## config.mk

```make
export PLATFORM = sky130hd
export DESIGN_NAME = shex_divider
export DESIGN_NICKNAME = d
export VERILOG_FILES = /design/src/hw/rtl/shex_pkg.sv /design/src/hw/rtl/shex_divider.sv
export SDC_FILE = /design/constraint.sdc
export NUM_CORES = 1
export LEC_CHECK = 0
export ABC_AREA = 1
export BUFFER_PORTS_ARGS = -buffer_cell sky130_fd_sc_hd__buf_4
export CORE_ASPECT_RATIO = 1.2
export CORE_MARGIN = 1.5
export CORE_UTILIZATION = 53
export CTS_CLUSTER_DIAMETER = 120
export DETAILED_ROUTE_END_ITERATION = 12
export PLACE_DENSITY = 0.81
export SYNTH_ARGS = -nofsm -noshare
export SYNTH_HDL_FRONTEND = slang
export SYNTH_SLANG_ARGS = --single-unit
```

## constraint.sdc

```tcl
create_clock -name clock -period 2.05 [get_ports clock]
set_input_delay 0.1025 -clock clock [delete_from_list [all_inputs] [get_ports clock]]
set_output_delay 0.1025 -clock clock [all_outputs]
set_load 0.01 [all_outputs]
```

## src/hw/rtl/shex_pkg.sv

```systemverilog
// ----------------------------------------------------------------------------
// shex_pkg
// opcodes, status codes, sequencer states and divider control of the stack-machine execute unit
// ----------------------------------------------------------------------------
package shex_pkg;

   typedef enum logic [4:0] {
      OP_PUSH    = 5'd0,
      OP_DUP     = 5'd1,
      OP_COPY    = 5'd2,
      OP_SWAP    = 5'd3,
      OP_POP     = 5'd4,
      OP_SLIDE   = 5'd5,
      OP_ADD     = 5'd6,
      OP_SUB     = 5'd7,
      OP_MUL     = 5'd8,
      OP_DIV     = 5'd9,
      OP_MOD     = 5'd10,
      OP_STORE   = 5'd11,
      OP_RESTORE = 5'd12,
      OP_PUTC    = 5'd13,
      OP_PUTI    = 5'd14,
      OP_READC   = 5'd15,
      OP_READI   = 5'd16
   } op_type;

   typedef enum logic [2:0] {
      ST_OK      = 3'd0,
      ST_FULL    = 3'd1,
      ST_FEW     = 3'd2,
      ST_RANGE   = 3'd3,
      ST_NOMATCH = 3'd4,
      ST_DIVZERO = 3'd5,
      ST_BADKEY  = 3'd6
   } status_type;

   typedef enum logic [2:0] {
      S_IDLE,
      S_READ,
      S_EXEC,
      S_DIV,
      S_HEAP,
      S_OUT,
      S_CLEAR
   } state_type;

   typedef struct packed {
      logic start;
      logic want_mod;
   } div_ctl_type;

endpackage

```

## src/hw/rtl/shex_divider.sv

```systemverilog
// ----------------------------------------------------------------------------
// shex_divider
// signed 32-bit divide and modulo, one quotient bit per cycle, truncating
// ----------------------------------------------------------------------------
module shex_divider
   import shex_pkg::*;
(
   input  logic        clock,
   input  logic        reset,
   input  div_ctl_type ctl,
   input  logic [31:0] dividend,
   input  logic [31:0] divisor,
   output logic        done,
   output logic [31:0] result
);

   logic [31:0] quo_ff, quo_in;
   logic [32:0] rem_ff, rem_in;
   logic [31:0] den_ff, den_in;
   logic [5:0]  cnt_ff, cnt_in;
   logic        busy_ff, busy_in;
   logic        qneg_ff, qneg_in, rneg_ff, rneg_in, mod_ff, mod_in;
   logic [32:0] trial;
   logic [32:0] shifted;

   always_comb begin
      quo_in  = quo_ff;
      rem_in  = rem_ff;
      den_in  = den_ff;
      cnt_in  = cnt_ff;
      busy_in = busy_ff;
      qneg_in = qneg_ff;
      rneg_in = rneg_ff;
      mod_in  = mod_ff;
      shifted = {rem_ff[31:0], quo_ff[31]};
      trial   = shifted - {1'b0, den_ff};
      done    = 1'b0;
      if (ctl.start) begin
         quo_in  = dividend[31] ? (~dividend + 32'd1) : dividend;
         den_in  = divisor[31] ? (~divisor + 32'd1) : divisor;
         rem_in  = '0;
         cnt_in  = 6'd32;
         busy_in = 1'b1;
         qneg_in = dividend[31] ^ divisor[31];
         rneg_in = dividend[31];
         mod_in  = ctl.want_mod;
      end else if (busy_ff) begin
         if (cnt_ff == 6'd0) begin
            busy_in = 1'b0;
            done    = 1'b1;
         end else begin
            cnt_in = cnt_ff - 6'd1;
            if (!trial[32]) begin
               rem_in = trial;
               quo_in = {quo_ff[30:0], 1'b1};
            end else begin
               rem_in = shifted;
               quo_in = {quo_ff[30:0], 1'b0};
            end
         end
      end
   end

   assign result = mod_ff ? (rneg_ff ? (~rem_ff[31:0] + 32'd1) : rem_ff[31:0])
                          : (qneg_ff ? (~quo_ff + 32'd1) : quo_ff);

   always_ff @(posedge clock) begin
      quo_ff  <= quo_in;
      rem_ff  <= rem_in;
      den_ff  <= den_in;
      cnt_ff  <= cnt_in;
      qneg_ff <= qneg_in;
      rneg_ff <= rneg_in;
      mod_ff  <= mod_in;
      if (reset) busy_ff <= 1'b0;
      else       busy_ff <= busy_in;
   end

endmodule

```

==> flow_summary.json <==
{
  "outcome": "complete, but fails checks",
  "violations": "setup timing",
  "syn_area_per_cell_sq_um": 6.04,
  "antenna_cells": 0,
  "synthArstFlopShare_pct": 0,
  "setup_ws_ns": -0.632,
  "cap_violations": 0,
  "internal_power_w": 0.00448,
  "grt_pass1_vias": 11700,
  "comb_power_share_pct": 36.4,
  "core_sq_um": 19400,
  "die_h_um": 157,
  "tightestPinTransition_ns": 0.631,
  "dieArea_sq_um": 20500,
  "utilization_pct": 74.2,
  "synth_top_cell_area_share_pct": 19.7,
  "cts.sinks": 106,
  "synth_edf_count": 67,
  "synth_area_sq_um": 10400,
  "clk_pin_slew_ns": 0.08,
  "hp-class": "primary input to register",
  "min_period_over_period_pct": 131,
  "dp_hpwl_um": 24700,
  "drtIter0Drc": 1518,
  "critPathRequiredTime_ns": 2.30,
  "p_per_area_nw_per_um2": 491,
  "numCtsBuffers": 9,
  "post-route-drc-count": 0,
  "fmax_ghz": 0.373,
  "cts_tree": "done",
  "crit_type": "register to register",
  "ys_seq_area_share_pct": 26.8,
  "grt_pass1_wl_um": 56100,
  "worst_setup_path_end_kind": "register",
  "syn_inst": 1727,
  "num_rows": 56,
  "ios": 101,
  "yosys_warnings": 0,
  "finalMaxSlewViolations": 0,
  "synth_nets": 1834,
  "seqPwrFrac_pct": 37.4,
  "critPathLaunchType": "register",
  "synth_seq_cells": 106,
  "relSlewSlack_pct": 57.5,
  "rsz0062_at_grt": "true",
  "vias": 13100,
  "initial_core_util_pct": 53.7,
  "yosysMostFrequentCell": "nand2_1",
  "clkLatencyLatePin_ns": 0.38,
  "areaGrowthSynthToFinish_pct": 38.1,
  "yosysTopAreaCell": "nand2_1",
  "clockPowerShare_pct": 26.2,
  "synth_area_leaders": "nand2_1, edfxtp_1, inv_1, dfxtp_1, nand3_1",
  "h-tree-depth": 3,
  "grt_overflow": 0,
  "period_minus_slack_ns": 2.68,
  "grt_start_max_net_pins": 44,
  "hold_slack_ns": 0.0436,
  "drive_above_1_share_pct": 27.6,
  "root_buffer": "clkbuf_16",
  "p_sw_w": 0.00258,
  "globalplace.congestion": 0.944,
  "worstPathArrival_ns": 2.93,
  "dr.pass1.iters": 7,
  "ant_nets": 0,
  "peakVddDrop_v": 0.000470,
  "ys.flop_type": "edfxtp_1",
  "wl_per_cell_um": 17.5,
  "die_x_um": 131,
  "wl_um": 39700,
  "cellLeakagePower_nw": 7.72,
  "io_buffers": 100,
  "clk_path_buf_depth": 2,
  "ys_types": 44,
  "yosys-top-cells-count": "nand2_1, inv_1, nor2_1, nand3_1, o21ai_0",
  "viasPerCell": 5.76,
  "grt.total_usage_pct": 35.0,
  "crit_fanout": 7,
  "setup_viol_count_final": 61,
  "sw_frac_of_total_pct": 36.6,
  "finalHoldViolations": 0,
  "finalNetCount": 2112,
  "skew_ns": 0.0149,
  "antenna_found_initial": 0
}
-- metrics by stage --
| stage | power [W] | TNS, ns | setup WS [ns] | cell area, sq um | instances |
|---|---|---|---|---|---|
| floorplan | 0.00386 | -0.424 | -0.0427 | 10400 | 1727 |
| global placement | 0.00469 | -4.14 | -0.138 | 12500 | 2205 |
| detailed placement | 0.00475 | -7.07 | -0.216 | 12500 | 2205 |
| CTS | 0.00675 | -13.37 | -0.414 | 14000 | 2254 |
| global route | 0.00734 | -31.22 | -0.692 | 14400 | 2271 |
| finish | 0.00707 | -26.65 | -0.632 | 14400 | 2271 |
-- critical path: stages (launching register included) --
cell	delay, ns
edfxtp_1	0.44
ha_4	0.20
fa_2	0.40
inv_2	0.08
nand2_2	0.07
nand2_2	0.09
nand3_2	0.07
nand2_2	0.08
nand2_2	0.06
nand2_4	0.10
nand2_4	0.08
nand2_4	0.10
buf_6	0.12
nand2_8	0.06
nand2_8	0.16
buf_12	0.19
nand2_4	0.06
nand3_2	0.08
nand2_1	0.08
-- registers in the layout (all words and copies together) (netlist names) --
signal / cells
cnt_ff: 6
rneg_ff: 1
mod_ff: 1
rem_ff: 32
busy_ff: 1
den_ff: 32
qneg_ff: 1
quo_ff: 32
-- cell families (layout without fill, tap and decap cells) --
group,after synthesis,in the layout,synth area share [%]
XOR/XNOR,62,62,5.21
adder cells (fa/ha/maj),39,39,4.75
flip-flops,106,106,26.8
AND/OR/NAND/NOR,947,947,38.9
AO/OA/AOI/OAI,218,218,11.2
buffers and inverters,355,638,13.2
-- power by group through the flow --
stage,sequential [W],clock [W],combinational [W]
2_1_floorplan,0.00265,0,0.00121
3_3_place_gp,0.00266,0,0.00203
3_5_place_dp,0.00267,0,0.00207
4_1_cts,0.00263,0.00182,0.00230
5_1_grt,0.00267,0.00189,0.00278
6_report,0.00264,0.00185,0.00257
-- layout make-up --
class | count | area, sq um
well taps | 261 | 327
multi-input cells | 1266 | 7240
repair buffers | 306 | 2540
clock inverters | 6 | 63.8
clock buffers | 10 | 229
flip-flops and latches | 106 | 2800
inverters | 316 | 1200
fillers | 1387 | 5010
-- worst paths after layout --
| check | startpoint | to | slack, ns | cells past startpoint |
|---|---|---|---|---|
| hold / removal | divisor[2] | den_ff[2] | 0.04 | 3 |
| setup reg to reg | den_ff[0] | rem_ff[6] | -0.63 | 18 |
| setup / recovery | den_ff[0] | rem_ff[6] | -0.63 | 18 |
| hold reg to reg | cnt_ff[3] | cnt_ff[3] | 0.48 | 2 |
-- metal layers --
layer	up-vias	GRT usage, %	share of wire, %
met3	342	6.63	10
met5	-	0	0
met1	5773	39.1	35
li1	6027	-	-
met4	0	20.8	8.9
met2	948	61.0	46
-- layout by cell type, fill, tap and decap left out, types with 41 or more instances in the layout --
cell type	n
inv_1	294
nand3_1	85
nand2_1	481
xor2_1	52
edfxtp_1	67
a21oi_1	63
nand3_2	41
nor2_1	130
nand2_2	41
buf_4	269
o21ai_0	81
-- timing repair --
| action | CTS | global route |
|---|---|---|
| resized for setup | 232 | 82 |
| setup endpoints to repair | 58 | 62 |
| setup buffers | 25 | 21 |
| endpoints found under the hold margin | 3 | 0 |
| hold buffers | 3 | 0 |
| gates cloned | 6 | 0 |
| pin swaps | 78 | 69 |
Note: power is estimated with default switching activity, not from simulation.
